## config.mk

```make
export PLATFORM = sky130hd
export DESIGN_NAME = best_fit_block_allocator_unit_flat
export DESIGN_NICKNAME = d
export VERILOG_FILES = /design/src/rtl/bfa_pkg.sv /design/src/rtl/bfa_req_if.sv /design/src/rtl/bfa_rsp_if.sv /design/src/rtl/bfa_ram.sv /design/src/rtl/best_fit_block_allocator_unit.sv /design/src/flat_wrapper.sv
export SDC_FILE = /design/constraint.sdc
export NUM_CORES = 1
export LEC_CHECK = 0
export BUFFER_PORTS_ARGS = -buffer_cell sky130_fd_sc_hd__buf_2
export CAP_MARGIN = 20
export CORE_UTILIZATION = 30
export CTS_BUF_LIST = sky130_fd_sc_hd__clkbuf_4
export DETAILED_ROUTE_END_ITERATION = 6
export SYNTH_ARGS = -nofsm -noshare
export SYNTH_HDL_FRONTEND = slang
export SYNTH_HIERARCHICAL = 1
export SYNTH_SLANG_ARGS = --single-unit
```

## constraint.sdc

```tcl
create_clock -name clk -period 4.02 [get_ports clk]
set_input_delay 0.402 -clock clk [delete_from_list [all_inputs] [get_ports clk]]
set_output_delay 0.402 -clock clk [all_outputs]
set_load 0.01 [all_outputs]
```

## src/rtl/bfa_pkg.sv

```systemverilog
// Shared constants and types for the best-fit block allocator.
package bfa_pkg;

    // Table geometry
    localparam int BLOCKS    = 16;
    localparam int SIZE_BITS = 16;
    localparam int IDX_BITS  = (BLOCKS > 1) ? $clog2(BLOCKS) : 1;
    localparam int CNT_BITS  = $clog2(BLOCKS + 1);

    // Field widths of the channels and the register
    localparam int SLOT_BITS   = 4;
    localparam int AMOUNT_BITS = 16;
    localparam int CHOSEN_BITS = 4;
    localparam int LEFT_BITS   = 16;
    localparam int COUNT_BITS  = 5;

    localparam logic [COUNT_BITS-1:0] COUNT_RESET = COUNT_BITS'(16);

    // Item kinds
    localparam logic KIND_LOAD  = 1'b0;
    localparam logic KIND_ALLOC = 1'b1;

    // Sequencer states
    typedef enum logic [1:0] {
        ST_IDLE,
        ST_SCAN,
        ST_DRAIN,
        ST_COMMIT
    } state_t;

endpackage

```

## src/rtl/bfa_req_if.sv

```systemverilog
// Request channel: load and allocate items.
interface bfa_req_if;
    logic                             valid;
    logic                             ready;
    logic                             kind;
    logic [bfa_pkg::SLOT_BITS-1:0]    block_slot;
    logic [bfa_pkg::AMOUNT_BITS-1:0]  amount;

    modport source (output valid, kind, block_slot, amount, input ready);
    modport sink   (input valid, kind, block_slot, amount, output ready);
endinterface

```

## src/rtl/bfa_rsp_if.sv

```systemverilog
// Response channel: allocation results.
interface bfa_rsp_if;
    logic                             valid;
    logic                             ready;
    logic                             granted;
    logic [bfa_pkg::CHOSEN_BITS-1:0]  chosen_block;
    logic [bfa_pkg::LEFT_BITS-1:0]    leftover;

    modport source (output valid, granted, chosen_block, leftover, input ready);
    modport sink   (input valid, granted, chosen_block, leftover, output ready);
endinterface

```

## src/rtl/bfa_ram.sv

```systemverilog
// Generic single-write, single-read RAM with registered read data.
module bfa_ram #(
    parameter int WIDTH = 16,
    parameter int DEPTH = 16,
    localparam int ADDR_BITS = (DEPTH > 1) ? $clog2(DEPTH) : 1
) (
    input  logic                   clk,
    input  logic                   we,
    input  logic [ADDR_BITS-1:0]   waddr,
    input  logic [WIDTH-1:0]       wdata,
    input  logic [ADDR_BITS-1:0]   raddr,
    output logic [WIDTH-1:0]       rdata
);
    logic [WIDTH-1:0] mem_reg [DEPTH];
    logic [WIDTH-1:0] rdata_reg;

    always_ff @(posedge clk)
    begin
        if (we)
        begin
            mem_reg[waddr] <= wdata;
        end
        rdata_reg <= mem_reg[raddr];
    end

    assign rdata = rdata_reg;
endmodule

```

## src/rtl/best_fit_block_allocator_unit.sv

```systemverilog
// Best-fit block allocator: sequencer, scan compare unit and result register.
//
// Usage:
//   req carries load items (kind 0: write amount as the size of block_slot and
//   mark it free) and allocate items (kind 1: find the free block among the
//   first block_count blocks whose size minus amount is smallest and not
//   negative; lowest index wins a tie). Each allocate produces one transfer on
//   rsp: granted, chosen_block and leftover (index and leftover are zero when
//   nothing fits). Load items produce no response.
//   cfg_we/cfg_wdata write block_count; write it only while the unit is idle.
// Sequence:
//   req.ready stays high through a load, so loads run back to back while no
//   allocate is in progress. An allocate steps through accept, scan (the size
//   RAM read port and the shared subtract/compare unit take the first limit
//   blocks in turn), drain (covers the RAM read latency) and commit.
//   limit is block_count capped at the table depth; zero skips scan and drain.
// Reset: all blocks free, block_count = 16, no response pending. Block sizes
//   are unknown until loaded.
// Stall: the result sits in an output register; a new item is accepted while
//   it waits, and a later commit waits only if that register is still full.
module best_fit_block_allocator_unit (
    input  logic                              clk,
    input  logic                              rst_n,
    bfa_req_if.sink                           req,
    bfa_rsp_if.source                         rsp,
    input  logic                              cfg_we,
    input  logic [bfa_pkg::COUNT_BITS-1:0]    cfg_wdata
);

    // State and working registers
    bfa_pkg::state_t                   state_reg, state_next;
    logic [bfa_pkg::COUNT_BITS-1:0]    count_reg;
    logic [bfa_pkg::BLOCKS-1:0]        used_reg, used_next;
    logic [bfa_pkg::SIZE_BITS-1:0]     request_reg, request_next;
    logic [bfa_pkg::CNT_BITS-1:0]      limit_reg, limit_next;
    logic [bfa_pkg::IDX_BITS-1:0]      scan_idx_reg, scan_idx_next;
    logic [bfa_pkg::IDX_BITS-1:0]      cmp_idx_reg, cmp_idx_next;
    logic                              cmp_valid_reg, cmp_valid_next;
    logic                              found_reg, found_next;
    logic [bfa_pkg::IDX_BITS-1:0]      best_idx_reg, best_idx_next;
    logic [bfa_pkg::SIZE_BITS-1:0]     best_left_reg, best_left_next;

    // Result register
    logic                              out_valid_reg, out_valid_next;
    logic                              out_granted_reg, out_granted_next;
    logic [bfa_pkg::CHOSEN_BITS-1:0]   out_chosen_reg, out_chosen_next;
    logic [bfa_pkg::LEFT_BITS-1:0]     out_left_reg, out_left_next;

    // RAM ports
    logic                              ram_we;
    logic [bfa_pkg::IDX_BITS-1:0]      ram_waddr;
    logic [bfa_pkg::SIZE_BITS-1:0]     ram_wdata;
    logic [bfa_pkg::SIZE_BITS-1:0]     ram_rdata;

    // Compare unit signals
    logic                              cand_free;
    logic                              cand_fits;
    logic [bfa_pkg::SIZE_BITS-1:0]     cand_left;
    logic                              cand_take;
    logic [bfa_pkg::SIZE_BITS-1:0]     req_amount;
    logic [bfa_pkg::CNT_BITS-1:0]      cap_limit;
    logic [bfa_pkg::CNT_BITS-1:0]      scan_next_count;
    logic                              req_fire;
    logic                              commit_fire;

    // Block size storage
    bfa_ram #(
        .WIDTH (bfa_pkg::SIZE_BITS),
        .DEPTH (bfa_pkg::BLOCKS)
    ) u_sizes (
        .clk   (clk),
        .we    (ram_we),
        .waddr (ram_waddr),
        .wdata (ram_wdata),
        .raddr (scan_idx_reg),
        .rdata (ram_rdata)
    );

    // Handshake
    assign req.ready   = (state_reg == bfa_pkg::ST_IDLE);
    assign req_fire    = req.valid && req.ready;
    assign commit_fire = (state_reg == bfa_pkg::ST_COMMIT) && (!out_valid_reg || rsp.ready);

    assign rsp.valid        = out_valid_reg;
    assign rsp.granted      = out_granted_reg;
    assign rsp.chosen_block = out_chosen_reg;
    assign rsp.leftover     = out_left_reg;

    // Request size in table width, block count capped at the table depth
    assign req_amount = bfa_pkg::SIZE_BITS'(req.amount);
    assign cap_limit  = (32'(count_reg) > 32'(bfa_pkg::BLOCKS))
                      ? bfa_pkg::CNT_BITS'(bfa_pkg::BLOCKS)
                      : bfa_pkg::CNT_BITS'(count_reg);

    assign scan_next_count = bfa_pkg::CNT_BITS'(scan_idx_reg) + bfa_pkg::CNT_BITS'(1);

    // Load path into the size RAM
    assign ram_we    = req_fire && (req.kind == bfa_pkg::KIND_LOAD)
                    && (32'(req.block_slot) < 32'(bfa_pkg::BLOCKS));
    assign ram_waddr = bfa_pkg::IDX_BITS'(req.block_slot);
    assign ram_wdata = req_amount;

    // Shared subtract/compare unit: one candidate block per cycle
    assign cand_free = !used_reg[cmp_idx_reg];
    assign cand_fits = (ram_rdata >= request_reg);
    assign cand_left = ram_rdata - request_reg;
    assign cand_take = cmp_valid_reg && cand_free && cand_fits
                    && (!found_reg || (cand_left < best_left_reg));

    // Sequencer
    always_comb
    begin
        state_next       = state_reg;
        used_next        = used_reg;
        request_next     = request_reg;
        limit_next       = limit_reg;
        scan_idx_next    = scan_idx_reg;
        cmp_idx_next     = cmp_idx_reg;
        cmp_valid_next   = 1'b0;
        found_next       = found_reg;
        best_idx_next    = best_idx_reg;
        best_left_next   = best_left_reg;
        out_valid_next   = out_valid_reg && !rsp.ready;
        out_granted_next = out_granted_reg;
        out_chosen_next  = out_chosen_reg;
        out_left_next    = out_left_reg;

        // Best-so-far update
        if (cand_take)
        begin
            found_next     = 1'b1;
            best_idx_next  = cmp_idx_reg;
            best_left_next = cand_left;
        end

        case (state_reg)
            bfa_pkg::ST_IDLE:
            begin
                if (req_fire)
                begin
                    if (req.kind == bfa_pkg::KIND_LOAD)
                    begin
                        if (ram_we)
                        begin
                            used_next[ram_waddr] = 1'b0;
                        end
                    end
                    else
                    begin
                        request_next  = req_amount;
                        limit_next    = cap_limit;
                        scan_idx_next = '0;
                        found_next    = 1'b0;
                        if (cap_limit == '0)
                        begin
                            state_next = bfa_pkg::ST_COMMIT;
                        end
                        else
                        begin
                            state_next = bfa_pkg::ST_SCAN;
                        end
                    end
                end
            end

            bfa_pkg::ST_SCAN:
            begin
                // Issue one RAM read per cycle; the compare works on the registered read data in the next cycle
                cmp_valid_next = 1'b1;
                cmp_idx_next   = scan_idx_reg;
                if (scan_next_count == limit_reg)
                begin
                    state_next = bfa_pkg::ST_DRAIN;
                end
                else
                begin
                    scan_idx_next = bfa_pkg::IDX_BITS'(scan_next_count);
                end
            end

            bfa_pkg::ST_DRAIN:
            begin
                state_next = bfa_pkg::ST_COMMIT;
            end

            bfa_pkg::ST_COMMIT:
            begin
                if (commit_fire)
                begin
                    out_valid_next   = 1'b1;
                    out_granted_next = found_reg;
                    if (found_reg)
                    begin
                        used_next[best_idx_reg] = 1'b1;
                        out_chosen_next = bfa_pkg::CHOSEN_BITS'(best_idx_reg);
                        out_left_next   = bfa_pkg::LEFT_BITS'(best_left_reg);
                    end
                    else
                    begin
                        out_chosen_next = '0;
                        out_left_next   = '0;
                    end
                    state_next = bfa_pkg::ST_IDLE;
                end
            end

            default:
            begin
                state_next = bfa_pkg::ST_IDLE;
            end
        endcase
    end

    // Control registers
    always_ff @(posedge clk or negedge rst_n)
    begin
        if (!rst_n)
        begin
            state_reg     <= bfa_pkg::ST_IDLE;
            count_reg     <= bfa_pkg::COUNT_RESET;
            used_reg      <= '0;
            cmp_valid_reg <= 1'b0;
            found_reg     <= 1'b0;
            out_valid_reg <= 1'b0;
        end
        else
        begin
            state_reg     <= state_next;
            used_reg      <= used_next;
            cmp_valid_reg <= cmp_valid_next;
            found_reg     <= found_next;
            out_valid_reg <= out_valid_next;
            if (cfg_we)
            begin
                count_reg <= cfg_wdata;
            end
        end
    end

    // Payload registers
    always_ff @(posedge clk)
    begin
        request_reg     <= request_next;
        limit_reg       <= limit_next;
        scan_idx_reg    <= scan_idx_next;
        cmp_idx_reg     <= cmp_idx_next;
        best_idx_reg    <= best_idx_next;
        best_left_reg   <= best_left_next;
        out_granted_reg <= out_granted_next;
        out_chosen_reg  <= out_chosen_next;
        out_left_reg    <= out_left_next;
    end

    // A granted commit marks the chosen block used
    a_commit_marks: assert property (@(posedge clk) disable iff (!rst_n)
        (commit_fire && found_reg) |=> used_reg[best_idx_reg])
        else $error("granted block not marked used");

    // A refused result carries zero index and leftover
    a_refused_zero: assert property (@(posedge clk) disable iff (!rst_n)
        (rsp.valid && !rsp.granted) |-> (rsp.chosen_block == '0 && rsp.leftover == '0))
        else $error("refused result has nonzero fields");

    // The scan never reads beyond the active block count
    a_scan_bound: assert property (@(posedge clk) disable iff (!rst_n)
        (state_reg == bfa_pkg::ST_SCAN) |-> (bfa_pkg::CNT_BITS'(scan_idx_reg) < limit_reg))
        else $error("scan index beyond block count");

endmodule

```

## src/flat_wrapper.sv

```systemverilog
// flat-port wrapper written by rule: the top's interface ports become plain ports
module best_fit_block_allocator_unit_flat 
  (clk, rst_n, cfg_we, cfg_wdata, req_valid, req_kind, req_block_slot, req_amount, req_ready, rsp_valid, rsp_granted, rsp_chosen_block, rsp_leftover, rsp_ready);
  bfa_req_if req_i ();
  bfa_rsp_if rsp_i ();
  input  logic clk;
  input  logic rst_n;
  input  logic cfg_we;
  input  logic [bfa_pkg::COUNT_BITS-1:0] cfg_wdata;
  input wire logic [$bits(req_i.valid)-1:0] req_valid;
  input wire logic [$bits(req_i.kind)-1:0] req_kind;
  input wire logic [$bits(req_i.block_slot)-1:0] req_block_slot;
  input wire logic [$bits(req_i.amount)-1:0] req_amount;
  output wire logic [$bits(req_i.ready)-1:0] req_ready;
  output wire logic [$bits(rsp_i.valid)-1:0] rsp_valid;
  output wire logic [$bits(rsp_i.granted)-1:0] rsp_granted;
  output wire logic [$bits(rsp_i.chosen_block)-1:0] rsp_chosen_block;
  output wire logic [$bits(rsp_i.leftover)-1:0] rsp_leftover;
  input wire logic [$bits(rsp_i.ready)-1:0] rsp_ready;
  assign req_i.valid = req_valid;
  assign req_i.kind = req_kind;
  assign req_i.block_slot = req_block_slot;
  assign req_i.amount = req_amount;
  assign req_ready = req_i.ready;
  assign rsp_valid = rsp_i.valid;
  assign rsp_granted = rsp_i.granted;
  assign rsp_chosen_block = rsp_i.chosen_block;
  assign rsp_leftover = rsp_i.leftover;
  assign rsp_i.ready = rsp_ready;
  best_fit_block_allocator_unit u_core (.clk(clk), .rst_n(rst_n), .req(req_i), .rsp(rsp_i), .cfg_we(cfg_we), .cfg_wdata(cfg_wdata));
endmodule
```

==> impl_metrics.toml, run 1 <==
[floorplan]
coreArea_um2 = 49300
die_w_um = 226
die_h_um = 226
rows = 81
io_pins = 54
dieArea_um2 = 51100
initial_utilization_pct = 30.6

[synth]
syn-instance-count = 862
synthTopCellsByArea = "edfxtp_1 (65%), mux4_2 (8.2%), dfrtp_1 (4.2%)"
ys_top_cells_by_count = "edfxtp_1 (326), mux4_2 (55), nor2_1 (47)"
synth_seq_cells = 368
synth_flop_cell = "edfxtp_1"
mappedNetlistNets = 930
synth_top_area_cell = "edfxtp_1"
synth-edff-count = 326
synth_top_cell_area_share_pct = 65.0
ys_warn_count = 6
syn-cell-area_um2 = 15100
async_flop_share_pct = 7.07
ys_seq_area_share_pct = 71.5
synth_most_common_cell = "edfxtp_1"
synth.avg_cell_area_um2 = 17.5
yosysUniqueCellTypes = 63

[final_layout]
multiInputGateArea_um2 = 4010
fill_cells = 4767
largest_reg_flops = 256
syn_to_final_growth_pct = 17.9
final_nets = 1105
register_area_um2 = 10800
final_util_pct = 36.0
drive_gt1_share_pct = 27.9

[setup_path]
critPathSlowestCell = "or4_1"
path_delay_family = "compound AO/OA/AOI/OAI gates"
crit_arrival_ps = 4190
cp-end-kind = "flip-flop"
cp_max_fo = 5
cpMostUsedCell = "ha_1"
slowest_delay_ps = 420
cp_cell_sequence = "inv_1 > ha_1 > nor2b_1 > o211ai_1 > a21bo_2 > a21oi_1 > or4_1 > nand4_1 > ha_1 > a21oi_2 > nor2_1 > a211oi_1 > o21ai_0 > o21a_1 > a211oi_4 > buf_4 > buf_6"
critical_path_class = "flip-flop to flip-flop"
critPathRequiredTime_ps = 4460
critPathLaunchType = "flip-flop"
path_buf_inv = 3

[drt]
wl_um = 32000
drc = 0
drt-initial-drc-count = 533
wl_per_cell_um = 18.1
avgViaCountPerCell = 4.66
vias = 8250
dr.pass1.iters = 4
ant_nets = 0

[clock_network]
h-tree-depth = 3
cts_tree = "yes"
root_buffer = "clkbuf_4"
numCtsBuffers = 94
cts_buffer_depth = 3
insertion_delay_ps = 750
cts.sinks = 368
clk_pin_slew_ps = 60

[job]
maxCapViolCount = 0

[sta]
finalSetupViolations = 0
fin_worst_skew_ps = 41.9
max_freq_mhz = 267
fin_hold_ws_ps = 99.7
hold_viol = 0
max_slew.worst_pin.slew_ps = 1040
period_share_pct = 93.3
final.min_clock_period_ps = 3750
slew_headroom_pct = 30.6
final-max-slew-violation-count = 0
fin_setup_tns_ps = 0

[pwr]
ir_worst_vdd_v = 0.000309
powerDensity_nw_per_um2 = 657
power.leakage_nw = 6.26
finalPower_mw = 11.7

[grt]
grt_overflow = 0
grt_start_max_net_pins = 65
grt_pass1_wl_um = 49400
grt_use_total_pct = 12.9
antenna_found_initial = 4
grt_pass1_vias = 8527

[place]
io_buffers = 53
place_hpwl_um = 19300
gp_congestion = 0.801

[status]
outcome = "completed"

[worst_hold_path]
min_path_type = "input port to flip-flop"
==> final timing paths <==
path                                       start                       end  slack, ps  cells past startpoint
setup / recovery           u_core/request_reg[1]  u_core/best_left_reg[12]        270                     17
hold / removal                 req_block_slot[3]       u_core/used_reg[13]        100                      4
setup reg to reg           u_core/request_reg[1]  u_core/best_left_reg[12]        270                     17
hold reg to reg            u_core/cmp_idx_reg[3]    u_core/best_idx_reg[3]        470                      0
max in group asynchronous                  rst_n          u_core/found_reg       3380                      2
min in group asynchronous                  rst_n          u_core/rsp.valid        200                      2
==> area by class of cell <==
type                       instances  area share (%)
antenna                            2          0.0282
timing repair buffer             109            4.50
inverter                          48            1.02
clock buffer                     135            5.71
multi-input combinational        416            22.6
sequential                       368            60.6
tap                              664            4.68
clock inverter                    27           0.867
==> per-layer routing <==
metal	track usage, %	share of wire, %
met1	16.0	43
met2	21.4	50
met3	3.42	5.5
met4	5.36	1.9
met5	0	0.069
==> tightest hold or removal path: stages <==
cell and delay [ps]:
buf_2 190, nand2_1 80, o21ai_0 60, o21ai_0 70
==> logic make-up (layout without fill, tap and decap cells) <==
| family | after synthesis | in the layout | synth area share, % |
|---|---|---|---|
| xor+xnor | 17 | 17 | 0.989 |
| compound gates | 120 | 120 | 5.57 |
| simple gates | 166 | 166 | 5.42 |
| flops | 368 | 368 | 71.5 |
| buf+inv | 78 | 319 | 2.26 |
| other cells | 0 | 2 | 0 |
| mux | 76 | 76 | 11.2 |
| fa+ha+maj | 37 | 37 | 3.12 |
==> metrics by stage <==
step	cells	setup WS (ps)	cell area, um2
2_1_floorplan	862	130	15100
3_3_place_gp	1572	259	16200
3_5_place_dp	1572	250	16200
4_1_cts	1762	213	17700
5_1_grt	1769	-2.57	17700
6_report	1769	269	17700
==> timing repair <==
| item | in CTS | in global routing |
|---|---|---|
| endpoints found under the hold margin | 273 | 0 |
| setup endpoints to repair | 0 | 20 |
| setup buffers | 0 | 2 |
| hold buffers | 28 | 0 |
| gates resized for setup | 0 | 8 |
==> where the power goes <==
| group | switching (mW) | internal, mW |
|---|---|---|
| combinational | 2.05 | 1.62 |
| sequential | 0.218 | 4.70 |
| clock | 1.48 | 1.61 |
| total | 3.74 | 7.92 |
==> layout by cell type (no fill, tap or decap), types with 3 or more instances in the layout <==
cell             n
mux4_2          55
nor2b_1         13
xnor2_1          8
a21o_1           4
edfxtp_1       326
nor4_1           3
nand2b_1        11
buf_6            3
clkinv_1        19
a22o_1           3
nor3_2           4
clkbuf_4       135
buf_4           23
and3_1           3
ha_1            36
nand4_1          5
nand2_1         39
a31oi_1          3
xor2_1           9
mux2_2           5
buf_2           53
nor3_1           9
nor2_1          45
a21oi_1         22
dlygate4sd3_1   28
nand3b_1         3
clkinv_2         4
dfxtp_1         16
or2_2            4
a211oi_1         3
o31ai_1          5
o41ai_1          3
o21ai_0         20
dfrtp_1         25
inv_1           46
o211ai_1         4
mux4_1          14
a22oi_1         32
nand3_1         11
and2_1           6
Power figures use the tool's default switching activity.
==> run 2, diff against run 1 <==
clock period = 3.68 ns   (was 4.02 ns; I/O delays follow)
==> run 2 against run 1 <==
Effect of this change:
- sequential power up 9.4%
- clock-buffer cell count increased by 11
- clock skew increased by 3.1 ps
- non-clock buffer count is 13 higher
- critical endpoint is now u_core/best_left_reg[5]
==> impl_metrics.toml, run 2 (synthesis gave the netlist of run 1 again) <==
[status]
outcome = "completed"

[clock_network]
cts.sinks = 368
h-tree-depth = 3
clk_pin_slew_ps = 60
numCtsBuffers = 95
cts_buffer_depth = 3
root_buffer = "clkbuf_4"
insertion_delay_ps = 760
cts_tree = "yes"

[sta]
period_share_pct = 98.5
max_slew.worst_pin.slew_ps = 982
slew_headroom_pct = 34.5
final-max-slew-violation-count = 0
finalSetupViolations = 0
fin_hold_ws_ps = 84.8
fin_setup_tns_ps = 0
final.min_clock_period_ps = 3620
max_freq_mhz = 276
fin_worst_skew_ps = 45.0
grt_setup_unrepaired = "true"
hold_viol = 0

[setup_path]
cp_max_fo = 5
ff2ff_path_depth = 18
rr_startpoint = "u_core/u_sizes/rdata[0]"
r2r_slack_ps = 60
critPathLaunchType = "flip-flop"
critical_path_class = "flip-flop to flip-flop"
critPathRequiredTime_ps = 4120
cp-end-kind = "flip-flop"
r2r-end = "u_core/best_left_reg[5]"
crit_arrival_ps = 4070

[grt]
grt_overflow = 0
grt_pass1_vias = 8778
grt_use_total_pct = 13.1
antenna_found_initial = 2
grt_start_max_net_pins = 52
grt.busiest_layer = "met2"
grtUsageMet1_pct = 17.1
grt_pass1_wl_um = 50100
grt_util_met3_pct = 3.41
grtUsageMet2_pct = 21.0

[final_layout]
drive_gt1_share_pct = 30.8
final_cells = 1790
largest_reg_flops = 256
final_common_cell = "edfxtp_1"
fill_cells = 4737
syn_to_final_growth_pct = 19.8
layout_common_cells = "edfxtp_1 (326), clkbuf_4 (146), mux4_2 (55)"
final_util_pct = 36.6
final_nets = 1119

[pwr]
power.leakage_nw = 6.37
pwr-share-comb_pct = 32.3
ir_worst_vdd_v = 0.000291
switchingPower_mw = 4.19
switching_share_pct = 32.0
internal_power_mw = 8.90
p_clk_share_pct = 26.7
seqPwrFrac_pct = 41.0
powerDensity_nw_per_um2 = 726

[drt]
avgViaCountPerCell = 4.68
ant_nets = 0
drc = 0
wl_per_cell_um = 18.0
vias = 8373
dr.pass1.iters = 5
drt-initial-drc-count = 541
wl_um = 32200

[worst_hold_path]
whs_endpoint = "u_core/used_reg[15]"
min_path_type = "input port to flip-flop"
hold_depth = 4
worstHoldStart = "req_block_slot[0]"

[floorplan]
initial_utilization_pct = 30.6
rows = 81
dieArea_um2 = 51100
die_w_um = 226
die_h_um = 226
io_pins = 54
coreArea_um2 = 49300

[place]
gp_congestion = 0.805
dp.cells = 1576
place_hpwl_um = 19700
io_buffers = 53

[job]
maxCapViolCount = 0
==> run 2: cell types whose count changed in the layout (fill, tap and decap cells not counted), sizes merged, moves of 2 or more <==
cell | previous run | this run
clkbuf | 135 | 146
buf | 81 | 90
dlygate4sd3 | 28 | 32
inv | 49 | 47
==> run 2: critical path: stages (launching register included) <==
cell and delay, ps:
dfxtp_1 310, inv_2 60, ha_4 150, inv_1 60
fa_2 410, nand3_4 90, nand2_4 70, a31oi_4 200
o21ai_2 100, or4b_1 480, nand3_2 90, ha_1 240
nor2b_1 130, o21ai_1 120, o21ai_1 80, o21a_1 210
a211oi_4 240, buf_6 160, buf_6 120
==> run 2: cell type report <==
| cell class | count | area [um2] | share of cell area [%] |
|---|---|---|---|
| clock buffer | 146 | 1100 | 6.08 |
| sequential | 368 | 10800 | 59.7 |
| tap | 664 | 831 | 4.61 |
| clock inverter | 23 | 149 | 0.825 |
| antenna | 3 | 7.51 | 0.0416 |
| inverter | 48 | 180 | 0.999 |
| timing repair buffer | 122 | 908 | 5.04 |
| multi-input combinational | 416 | 4110 | 22.8 |
==> run 2: how the worst max path moves through the flow <==
stage / start / endpoint / depth (start not counted)
floorplan: u_core/u_sizes/rdata[0] / u_core/best_idx_reg[0] / 16
global placement: u_core/u_sizes/rdata[0] / u_core/best_idx_reg[2] / 17
detailed placement: u_core/u_sizes/rdata[0] / u_core/best_idx_reg[3] / 17
CTS: u_core/u_sizes/rdata[0] / u_core/best_left_reg[5] / 17
global route: u_core/request_reg[0] / u_core/best_left_reg[5] / 17
finish: u_core/u_sizes/rdata[0] / u_core/best_left_reg[5] / 18
==> run 2: stage by stage <==
stage / setup slack (ps) / cell area [um2] / power [mW]
floorplan: 21.9 / 15100 / 8.35
global placement: 89.1 / 16300 / 9.41
detailed placement: 47.9 / 16300 / 9.49
CTS: 0.365 / 17900 / 13.1
global route: -81.0 / 18000 / 13.9
finish: 55.4 / 18000 / 13.1
==> run 2: power by group through the flow <==
stage / logic, mW / registers [mW] / clock network (mW)
6_report: 4.23 / 5.37 / 3.50
5_1_grt: 4.67 / 5.42 / 3.85
4_1_cts: 4.08 / 5.37 / 3.62
3_5_place_dp: 4.03 / 5.46 / 0
3_3_place_gp: 3.97 / 5.45 / 0
2_1_floorplan: 2.96 / 5.40 / 0
==> run 2: metal layers <==
| layer | up-vias | wire, um |
|---|---|---|
| met5 | - | 0 |
| met4 | 0 | 705 |
| met3 | 62 | 1940 |
| met2 | 217 | 15400 |
| met1 | 4241 | 14200 |
| li1 | 3853 | - |
==> run 2: what timing repair did <==
action	CTS	global route
setup endpoints to repair	0	19
hold buffers	32	0
buffers inserted	0	7
gates resized for setup	0	24
endpoints found under the hold margin	277	0
